--- config.mk ---
export PLATFORM = sky130hd
export DESIGN_NAME = content_type_sniffer_unit_flat
export DESIGN_NICKNAME = d
export VERILOG_FILES = /design/src/hw/rtl/cts_pkg.sv /design/src/hw/rtl/cts_if.sv /design/src/hw/rtl/content_type_sniffer_unit.sv /design/src/hw/rtl/cts_utf8.sv /design/src/hw/rtl/cts_classify.sv /design/src/flat_wrapper.sv
export SDC_FILE = /design/constraint.sdc
export NUM_CORES = 1
export LEC_CHECK = 0
export ABC_AREA = 1
export BUFFER_PORTS_ARGS = -buffer_cell sky130_fd_sc_hd__buf_2
export CORE_MARGIN = 2
export CORE_UTILIZATION = 56
export CTS_CLUSTER_SIZE = 30
export DETAILED_ROUTE_END_ITERATION = 8
export MAX_ROUTING_LAYER = met4
export PLACE_DENSITY_LB_ADDON = 0.1
export SLEW_MARGIN = 10
export SYNTH_ARGS = -nofsm -noshare
export SYNTH_HDL_FRONTEND = slang
export SYNTH_HIERARCHICAL = 1
export SYNTH_SLANG_ARGS = --single-unit
--- constraint.sdc ---
create_clock -name clock -period 2.74 [get_ports clock]
set_input_delay 0.548 -clock clock [delete_from_list [all_inputs] [get_ports clock]]
set_output_delay 0.548 -clock clock [all_outputs]
set_load 0.05 [all_outputs]
--- src/hw/rtl/cts_pkg.sv ---
// ----------------------------------------------------------------------------
// cts_pkg
// Shared types and constants of the content-type sniffer.
// ----------------------------------------------------------------------------
package cts_pkg;

   localparam int unsigned HdrDepth = 12;
   localparam int unsigned CntWidth = 4;
   localparam logic [CntWidth-1:0] LenMax = 4'd15;

   typedef logic [7:0] byte_type;
   typedef logic [CntWidth-1:0] cnt_type;
   typedef byte_type [HdrDepth-1:0] hdr_type;

   typedef enum logic [3:0] {
      TYPE_OCTET = 4'd0,
      TYPE_PNG   = 4'd1,
      TYPE_JPEG  = 4'd2,
      TYPE_GIF   = 4'd3,
      TYPE_MP4   = 4'd4,
      TYPE_AVI   = 4'd5,
      TYPE_MKV   = 4'd6,
      TYPE_PGM   = 4'd7,
      TYPE_PPM   = 4'd8,
      TYPE_PBM   = 4'd9,
      TYPE_PDF   = 4'd10,
      TYPE_TEXT  = 4'd11
   } type_code_type;

   // UTF-8 / NUL status of the buffer after the current byte
   typedef struct packed {
      logic bad;
      logic nul;
      logic pending;   // a multi-byte sequence is still open
   } utf8_stat_type;

   // Signatures, first byte in the top bits
   localparam logic [63:0] SigPng   = 64'h8950_4E47_0D0A_1A0A;
   localparam logic [23:0] SigJpeg  = 24'hFF_D8FF;
   localparam logic [47:0] SigGif87 = 48'h4749_4638_3761;
   localparam logic [47:0] SigGif89 = 48'h4749_4638_3961;
   localparam logic [31:0] SigFtyp  = 32'h6674_7970;
   localparam logic [31:0] SigRiff  = 32'h5249_4646;
   localparam logic [31:0] SigAvi   = 32'h4156_4920;
   localparam logic [31:0] SigEbml  = 32'h1A45_DFA3;
   localparam logic [39:0] SigPdf   = 40'h25_5044_462D;

   localparam byte_type ByteP     = 8'h50;
   localparam byte_type ByteNul   = 8'h00;
   localparam byte_type ByteSpace = 8'h20;
   localparam byte_type ByteTab   = 8'h09;
   localparam byte_type ByteCr    = 8'h0D;

endpackage

--- src/hw/rtl/cts_if.sv ---
// ----------------------------------------------------------------------------
// cts_req_if / cts_rsp_if
// Valid/ready channels of the content-type sniffer.
// ----------------------------------------------------------------------------
interface cts_req_if;
   logic                valid;
   logic                ready;
   cts_pkg::byte_type   data_byte;
   logic                last_byte;
   logic                empty_buffer;

   modport source (output valid, data_byte, last_byte, empty_buffer, input ready);
   modport sink   (input valid, data_byte, last_byte, empty_buffer, output ready);
endinterface

interface cts_rsp_if;
   logic                    valid;
   logic                    ready;
   cts_pkg::type_code_type  type_code;
   logic                    video_flag;

   modport source (output valid, type_code, video_flag, input ready);
   modport sink   (input valid, type_code, video_flag, output ready);
endinterface

--- src/hw/rtl/content_type_sniffer_unit.sv ---
// ----------------------------------------------------------------------------
// content_type_sniffer_unit
// Classifies a byte buffer by magic signature, else as UTF-8 text or octets.
// ----------------------------------------------------------------------------
//
//  channel   | dir | transaction                       | payload
//  ----------+-----+-----------------------------------+--------------------------
//  req_chan  | in  | one buffer byte, or an empty mark | data_byte, last_byte,
//            |     |                                   | empty_buffer
//  rsp_chan  | out | one type code per finished buffer | type_code, video_flag
//
//  One request transaction per cycle while rsp_chan takes results. A byte waits in
//  the input register; the buffer state and header store update, and the
//  classifier runs on the same cycle it leaves it. A result shows on rsp_chan
//  the cycle after that, from the result register.
//  Reset clears all control and buffer state; header bytes are never read
//  before the current buffer writes them, so they carry no reset.
//  A stalled rsp_chan only holds back a request that ends a buffer; other
//  bytes keep flowing behind a waiting result.
// ----------------------------------------------------------------------------
module content_type_sniffer_unit (
   input  logic        clock,
   input  logic        reset,
   cts_req_if.sink     req_chan,
   cts_rsp_if.source   rsp_chan
);
   import cts_pkg::*;

   // ---------------- input register ----------------
   logic       in_valid_ff, in_valid_in;
   byte_type   in_byte_ff;
   logic       in_last_ff;
   logic       in_empty_ff;
   logic       req_fire;
   logic       in_move;      // input register hands its transaction on

   // ---------------- buffer state ----------------
   hdr_type    hdr_ff, hdr_in;
   cnt_type    cnt_ff, cnt_in, cnt_nx;
   logic       take_byte;    // a real byte enters the buffer
   logic       end_buf;      // buffer finishes, result is produced

   utf8_stat_type  stat_in;
   type_code_type  code_nx;
   logic           video_nx;

   // ---------------- result register ----------------
   logic           rsp_valid_ff, rsp_valid_in;
   type_code_type  rsp_code_ff;
   logic           rsp_video_ff;

   // A buffer end needs the result register free (or draining this cycle);
   // anything else can always move on.
   assign in_move  = in_valid_ff &&
                     (!in_last_ff || !rsp_valid_ff || rsp_chan.ready);
   assign req_chan.ready = !in_valid_ff || in_move;
   assign req_fire = req_chan.valid && req_chan.ready;
   assign in_valid_in = req_fire || (in_valid_ff && !in_move);

   // empty with no last is dropped; empty with last only classifies
   assign take_byte = in_move && !in_empty_ff;
   assign end_buf   = in_move && in_last_ff;

   always_ff @(posedge clock) begin
      if (reset) begin
         in_valid_ff <= 1'b0;
      end else begin
         in_valid_ff <= in_valid_in;
      end
   end

   always_ff @(posedge clock) begin
      if (req_fire) begin
         in_byte_ff  <= req_chan.data_byte;
         in_last_ff  <= req_chan.last_byte;
         in_empty_ff <= req_chan.empty_buffer;
      end
   end

   // header store: byte n lands in slot n for the first slots only
   for (genvar k = 0; k < HdrDepth; k++) begin : g_hdr
      assign hdr_in[k] = (take_byte && cnt_ff == CntWidth'(k)) ? in_byte_ff : hdr_ff[k];
   end

   always_ff @(posedge clock) begin
      hdr_ff <= hdr_in;
   end

   // saturating length
   assign cnt_nx = (take_byte && cnt_ff != LenMax) ? cnt_ff + 4'd1 : cnt_ff;
   assign cnt_in = end_buf ? '0 : cnt_nx;

   always_ff @(posedge clock) begin
      if (reset) begin
         cnt_ff <= '0;
      end else begin
         cnt_ff <= cnt_in;
      end
   end

   cts_utf8 u_utf8 (
      .clock     (clock),
      .reset     (reset),
      .take_byte (take_byte),
      .end_buf   (end_buf),
      .data_byte (in_byte_ff),
      .stat_in   (stat_in)
   );

   // classify on the state including the current byte
   cts_classify u_classify (
      .hdr        (hdr_in),
      .count      (cnt_nx),
      .stat       (stat_in),
      .type_code  (code_nx),
      .video_flag (video_nx)
   );

   assign rsp_valid_in = end_buf || (rsp_valid_ff && !rsp_chan.ready);

   always_ff @(posedge clock) begin
      if (reset) begin
         rsp_valid_ff <= 1'b0;
      end else begin
         rsp_valid_ff <= rsp_valid_in;
      end
   end

   always_ff @(posedge clock) begin
      if (end_buf) begin
         rsp_code_ff  <= code_nx;
         rsp_video_ff <= video_nx;
      end
   end

   assign rsp_chan.valid      = rsp_valid_ff;
   assign rsp_chan.type_code  = rsp_code_ff;
   assign rsp_chan.video_flag = rsp_video_ff;

   // ---------------- checks ----------------
   // a finished buffer never overwrites a result that is still waiting
   a_no_overwrite: assert property (@(posedge clock) disable iff (reset)
      end_buf |-> !(rsp_valid_ff && !rsp_chan.ready))
      else $error("result overwritten while stalled");

   // video flag agrees with the code it travels with
   a_video_flag: assert property (@(posedge clock) disable iff (reset)
      rsp_valid_ff |-> (rsp_video_ff == (rsp_code_ff == TYPE_MP4 ||
                        rsp_code_ff == TYPE_AVI || rsp_code_ff == TYPE_MKV)))
      else $error("video_flag inconsistent with type_code");

   // each buffer starts from a zero length
   a_len_clear: assert property (@(posedge clock) disable iff (reset)
      end_buf |=> cnt_ff == '0)
      else $error("length not cleared at buffer end");

   // a byte that does not end a buffer is never held in the input register
   a_no_stall_mid: assert property (@(posedge clock) disable iff (reset)
      (in_valid_ff && !in_last_ff) |-> in_move)
      else $error("mid-buffer byte stalled");

endmodule

--- src/hw/rtl/cts_utf8.sv ---
// ----------------------------------------------------------------------------
// cts_utf8
// Strict UTF-8 decoder state and NUL flag for the buffer in progress.
// ----------------------------------------------------------------------------
module cts_utf8 (
   input  logic                    clock,
   input  logic                    reset,
   input  logic                    take_byte,
   input  logic                    end_buf,
   input  cts_pkg::byte_type       data_byte,
   output cts_pkg::utf8_stat_type  stat_in
);
   import cts_pkg::*;

   typedef enum logic [2:0] {
      RULE_ANY  = 3'd0,   // 80..BF
      RULE_A0   = 3'd1,   // A0..BF after E0
      RULE_9F   = 3'd2,   // 80..9F after ED
      RULE_90   = 3'd3,   // 90..BF after F0
      RULE_8F   = 3'd4    // 80..8F after F4
   } rule_type;

   logic [1:0] cont_ff, cont_in, cont_nx;
   rule_type   rule_ff, rule_in, rule_nx;
   logic       bad_ff, bad_in, bad_nx;
   logic       nul_ff, nul_in, nul_nx;
   byte_type   lo, hi;

   always_comb begin
      lo = 8'h80;
      hi = 8'hBF;
      unique case (rule_ff)
         RULE_A0: lo = 8'hA0;
         RULE_9F: hi = 8'h9F;
         RULE_90: lo = 8'h90;
         RULE_8F: hi = 8'h8F;
         default: ;
      endcase
   end

   always_comb begin
      cont_nx = cont_ff;
      rule_nx = rule_ff;
      bad_nx  = bad_ff;
      nul_nx  = nul_ff;
      if (take_byte) begin
         if (data_byte == ByteNul) nul_nx = 1'b1;
         if (!bad_ff) begin
            if (cont_ff != 2'd0) begin
               rule_nx = RULE_ANY;
               if (data_byte < lo || data_byte > hi) begin
                  bad_nx  = 1'b1;
                  cont_nx = 2'd0;
               end else begin
                  cont_nx = cont_ff - 2'd1;
               end
            end else if (data_byte < 8'h80) begin
               cont_nx = 2'd0;
            end else if (data_byte >= 8'hC2 && data_byte <= 8'hDF) begin
               cont_nx = 2'd1;
            end else if (data_byte >= 8'hE0 && data_byte <= 8'hEF) begin
               cont_nx = 2'd2;
               rule_nx = (data_byte == 8'hE0) ? RULE_A0 :
                         (data_byte == 8'hED) ? RULE_9F : RULE_ANY;
            end else if (data_byte >= 8'hF0 && data_byte <= 8'hF4) begin
               cont_nx = 2'd3;
               rule_nx = (data_byte == 8'hF0) ? RULE_90 :
                         (data_byte == 8'hF4) ? RULE_8F : RULE_ANY;
            end else begin
               bad_nx = 1'b1;
            end
         end
      end
   end

   assign stat_in.bad     = bad_nx;
   assign stat_in.nul     = nul_nx;
   assign stat_in.pending = (cont_nx != 2'd0);

   // a finished buffer leaves the decoder clean for the next one
   assign cont_in = end_buf ? 2'd0     : cont_nx;
   assign rule_in = end_buf ? RULE_ANY : rule_nx;
   assign bad_in  = end_buf ? 1'b0     : bad_nx;
   assign nul_in  = end_buf ? 1'b0     : nul_nx;

   always_ff @(posedge clock) begin
      if (reset) begin
         cont_ff <= 2'd0;
         rule_ff <= RULE_ANY;
         bad_ff  <= 1'b0;
         nul_ff  <= 1'b0;
      end else begin
         cont_ff <= cont_in;
         rule_ff <= rule_in;
         bad_ff  <= bad_in;
         nul_ff  <= nul_in;
      end
   end

endmodule

--- src/hw/rtl/cts_classify.sv ---
// ----------------------------------------------------------------------------
// cts_classify
// Signature match in priority order over the stored header bytes.
// ----------------------------------------------------------------------------
module cts_classify (
   input  cts_pkg::hdr_type        hdr,
   input  cts_pkg::cnt_type        count,
   input  cts_pkg::utf8_stat_type  stat,
   output cts_pkg::type_code_type  type_code,
   output logic                    video_flag
);
   import cts_pkg::*;

   logic m_png, m_jpeg, m_gif, m_mp4, m_avi, m_mkv, m_pdf, m_text;
   logic pnm_hdr, pnm_ws, m_pgm, m_ppm, m_pbm;

   assign m_png  = count >= 4'd8 &&
                   {hdr[0], hdr[1], hdr[2], hdr[3], hdr[4], hdr[5], hdr[6], hdr[7]} == SigPng;
   assign m_jpeg = count >= 4'd3 && {hdr[0], hdr[1], hdr[2]} == SigJpeg;
   assign m_gif  = count >= 4'd6 &&
                   ({hdr[0], hdr[1], hdr[2], hdr[3], hdr[4], hdr[5]} == SigGif87 ||
                    {hdr[0], hdr[1], hdr[2], hdr[3], hdr[4], hdr[5]} == SigGif89);
   assign m_mp4  = count >= 4'd12 && {hdr[4], hdr[5], hdr[6], hdr[7]} == SigFtyp;
   assign m_avi  = count >= 4'd12 && {hdr[0], hdr[1], hdr[2], hdr[3]} == SigRiff &&
                   {hdr[8], hdr[9], hdr[10], hdr[11]} == SigAvi;
   assign m_mkv  = count >= 4'd4 && {hdr[0], hdr[1], hdr[2], hdr[3]} == SigEbml;

   assign pnm_ws  = hdr[2] == ByteSpace || (hdr[2] >= ByteTab && hdr[2] <= ByteCr);
   assign pnm_hdr = count >= 4'd3 && hdr[0] == ByteP && pnm_ws;
   assign m_pgm   = pnm_hdr && (hdr[1] == 8'h32 || hdr[1] == 8'h35);
   assign m_ppm   = pnm_hdr && (hdr[1] == 8'h33 || hdr[1] == 8'h36);
   assign m_pbm   = pnm_hdr && (hdr[1] == 8'h31 || hdr[1] == 8'h34);

   assign m_pdf  = count >= 4'd5 && {hdr[0], hdr[1], hdr[2], hdr[3], hdr[4]} == SigPdf;
   assign m_text = count != 4'd0 && !stat.nul && !stat.bad && !stat.pending;

   always_comb begin
      priority if (m_png)  type_code = TYPE_PNG;
      else if (m_jpeg)     type_code = TYPE_JPEG;
      else if (m_gif)      type_code = TYPE_GIF;
      else if (m_mp4)      type_code = TYPE_MP4;
      else if (m_avi)      type_code = TYPE_AVI;
      else if (m_mkv)      type_code = TYPE_MKV;
      else if (m_pgm)      type_code = TYPE_PGM;
      else if (m_ppm)      type_code = TYPE_PPM;
      else if (m_pbm)      type_code = TYPE_PBM;
      else if (m_pdf)      type_code = TYPE_PDF;
      else if (m_text)     type_code = TYPE_TEXT;
      else                 type_code = TYPE_OCTET;
   end

   assign video_flag = type_code == TYPE_MP4 || type_code == TYPE_AVI ||
                       type_code == TYPE_MKV;

endmodule
--- src/flat_wrapper.sv ---
// flat-port wrapper written by rule: the top's interface ports become plain ports
module content_type_sniffer_unit_flat import cts_pkg::*;
  (clock, reset, req_chan_valid, req_chan_data_byte, req_chan_last_byte, req_chan_empty_buffer, req_chan_ready, rsp_chan_valid, rsp_chan_type_code, rsp_chan_video_flag, rsp_chan_ready);
  cts_req_if req_chan_i ();
  cts_rsp_if rsp_chan_i ();
  input  logic clock;
  input  logic reset;
  input wire logic [$bits(req_chan_i.valid)-1:0] req_chan_valid;
  input wire logic [$bits(req_chan_i.data_byte)-1:0] req_chan_data_byte;
  input wire logic [$bits(req_chan_i.last_byte)-1:0] req_chan_last_byte;
  input wire logic [$bits(req_chan_i.empty_buffer)-1:0] req_chan_empty_buffer;
  output wire logic [$bits(req_chan_i.ready)-1:0] req_chan_ready;
  output wire logic [$bits(rsp_chan_i.valid)-1:0] rsp_chan_valid;
  output wire logic [$bits(rsp_chan_i.type_code)-1:0] rsp_chan_type_code;
  output wire logic [$bits(rsp_chan_i.video_flag)-1:0] rsp_chan_video_flag;
  input wire logic [$bits(rsp_chan_i.ready)-1:0] rsp_chan_ready;
  assign req_chan_i.valid = req_chan_valid;
  assign req_chan_i.data_byte = req_chan_data_byte;
  assign req_chan_i.last_byte = req_chan_last_byte;
  assign req_chan_i.empty_buffer = req_chan_empty_buffer;
  assign req_chan_ready = req_chan_i.ready;
  assign rsp_chan_valid = rsp_chan_i.valid;
  assign rsp_chan_type_code = rsp_chan_i.type_code;
  assign rsp_chan_video_flag = rsp_chan_i.video_flag;
  assign rsp_chan_i.ready = rsp_chan_ready;
  content_type_sniffer_unit u_core (.clock(clock), .reset(reset), .req_chan(req_chan_i), .rsp_chan(rsp_chan_i));
endmodule
==> impl_metrics.ini <==
[sta]
setup-violations-final = 4
setup_ws_ns = -0.209
maxSlewHeadroom = 0.709
hold_violations = 0
maxSlewViolCount = 0
finalCritPeriodShare = 1.08
hold_ws_ns = 0.188
rsz0062_at_grt = true
fmax_mhz = 339
worst_clock_skew_ns = 0.00782
setup_tns_ns = -0.522
min_period_ns = 2.95
worstMarginPinSlew_ns = 0.437

[logic_synthesis]
syn_inst = 918
netlist_area_sq_um = 6280
seq_area_frac_synth = 0.419
synth_edf_count = 15
yosys_most_used_dff = dfxtp_1
avgSynthCellArea_sq_um = 6.84
netlist.area_leader.share = 0.347
synth_nets = 940
yosys_register_bits = 124
ys_async_sr_fraction = 0
synth_cell_types = 35
synth_common_cells = nand2_1 (337), dfxtp_1 (109), inv_1 (94)
yosysMostFrequentCell = nand2_1
yosysTopAreaCell = dfxtp_1
yosysWarnings = 6
synth_area_leaders = dfxtp_1 (35%), nand2_1 (20%), o21ai_0 (7.3%)

[run_status]
violations = negative setup slack
status = complete, but fails checks

[global_routing]
grt_max_degree = 23
grt_pass1_wl_mm = 30.9
antenna_found_initial = 0
grt_pass1_vias = 6495
track_usage = 0.350
grt_overflow_total = 0

[floorplan]
chipHeight_um = 110
die_x_um = 110
rows = 38
design.portCount = 21
start_util = 0.577
core_area_sq_um = 10900
die_area_sq_um = 12100

[routing]
first_pass_iters = 6
wl_per_cell_um = 16.6
routed_wl_mm = 21.0
drc_errors = 0
first_iter_violations = 689
drt.antenna.violating_nets = 0
viasPerCell = 5.57
num_vias = 7061

[placed_design]
place.gp.congestion = 1.01
hpwl_mm = 13.2
io_buffers = 20
place_area_sq_um = 7500
pre_cts_ws_ns = -0.440

[min_path]
worstHoldStart = req_chan_data_byte[2]
hp-class = input pin to flip-flop

[clock_network]
cts_tree = yes
hold_buffers = 0
clk_latency_ns = 0.53
clockRootBuffer = clkbuf_8
h-tree-depth = 4
cts.sinks = 124
clk_path_buf_depth = 2
cts.clk_slew.worst_paths_ns = 0.06
cts_buffers = 17

[layout]
drive_gt1_frac = 0.355
n_fill_cell = 707
design_area_sq_um = 8950
area.growth.synth_to_final_pct = 42.5
antenna_cells = 0
fin_nets = 1136

[setup_path]
critPathLaunchType = flip-flop
startpoint = u_core/in_last_ff$_DFFE_PP_
crit_fanout = 8
cp.required_ns = 3.03
end_kind = flip-flop
rr_startpoint = u_core/in_last_ff$_DFFE_PP_
arrival_ns = 3.24
critPathKind = flip-flop to flip-flop

[power]
p_total_w = 0.00532
p_leak_nw = 4.26
cellPowerDensity_nw_per_um2 = 595
irDropWorstVdd_mv = 0.526

[job]
drv_cap = 0
==> final cells by class <==
type                            instances  area (sq um)  area share
Tap cell                              140           175      0.0196
Clock inverter                          9           100      0.0112
Multi-Input combinational cell        666          3540       0.396
Clock buffer                           23           520      0.0582
Inverter                              109           412      0.0460
Sequential cell                       124          2640       0.295
Timing Repair Buffer                  196          1560       0.174
==> critical path, cell delays in order (launching register included) <==
cell and delay [ns]:
edfxtp_1 0.43, nand3_4 0.14, nand3_4 0.12, buf_12 0.17, buf_8 0.13, nor2_4 0.25, nand2_2 0.09, nand2_2 0.10
inv_2 0.06, nor2_4 0.12, nand4_1 0.16, nor3_2 0.20, nand2_1 0.13, nand2_2 0.10, inv_2 0.04, nand2_2 0.05
nand2_2 0.07, a21oi_4 0.15, nand3_1 0.08, nand2_1 0.07, inv_1 0.04
==> timing repair <==
action                                  CTS  global route
gates cloned                              4             1
pin swaps                                32            63
gates resized for setup                  73            95
endpoints found under the setup margin    5             5
buffers inserted                         16            23
==> cell families (layout without fill, tap and decap cells) <==
family          count (synthesis)  count (layout)  share of synthesized area
simple gates                  546             548                      0.389
buf+inv                       130             337                     0.0829
flops                         124             124                      0.419
compound gates                110             110                     0.0926
fa+ha+maj                       8               8                     0.0159
==> sequential cells by signal, indices dropped and copies added (netlist names), 2 cells and up <==
signal,cells
u_core/u_utf8/cont_ff,2
u_core/u_utf8/rule_ff,3
u_core/hdr_ff,96
u_core/in_byte_ff,8
u_core/rsp_chan.type_code,4
u_core/cnt_ff,4
==> path summary, 6_finish.rpt <==
path                                          end  slack [ns]  depth (start not counted)
max          u_core/rsp_chan.video_flag$_DFFE_PP_       -0.21                         20
max reg2reg  u_core/rsp_chan.video_flag$_DFFE_PP_       -0.21                         20
min reg2reg             u_core/hdr_ff[84]$_DFF_P_        0.46                          2
min                u_core/in_byte_ff[2]$_DFFE_PP_        0.19                          1
==> report_power, final <==
| group | internal, W | switching (W) | leakage (nW) |
|---|---|---|---|
| Combinational | 0.000439 | 0.000588 | 2.91 |
| Sequential | 0.00195 | 0.0000412 | 1.03 |
| Clock | 0.00150 | 0.000810 | 0.314 |
| Total | 0.00389 | 0.00144 | 4.26 |
==> placed cells by master, fill, tap and decap left out, types with 23 or more instances in the layout <==
master and instances:
o21ai_1 29, nor2_1 63, nand2_1 291, inv_2 23, inv_1 85, nor2_4 25, nor2_2 23, nand4_1 26
dfxtp_1 103, nand2_2 50, o21ai_0 64, buf_4 159
==> routing by layer <==
metal,vias to the layer above,track usage,wire length (um)
li1,3325,-,-
met1,3250,0.408,8250
met2,395,0.570,10000
met3,91,0.0676,1790
met4,0,0.184,943
met5,-,-,0
==> stage by stage <==
stage / instances / util
floorplan: 918 / -
global placement: 1192 / 0.689
detailed placement: 1192 / 0.689
CTS: 1244 / 0.781
global route: 1267 / 0.822
finish: 1267 / 0.822
Power figures use the tool's default switching activity.
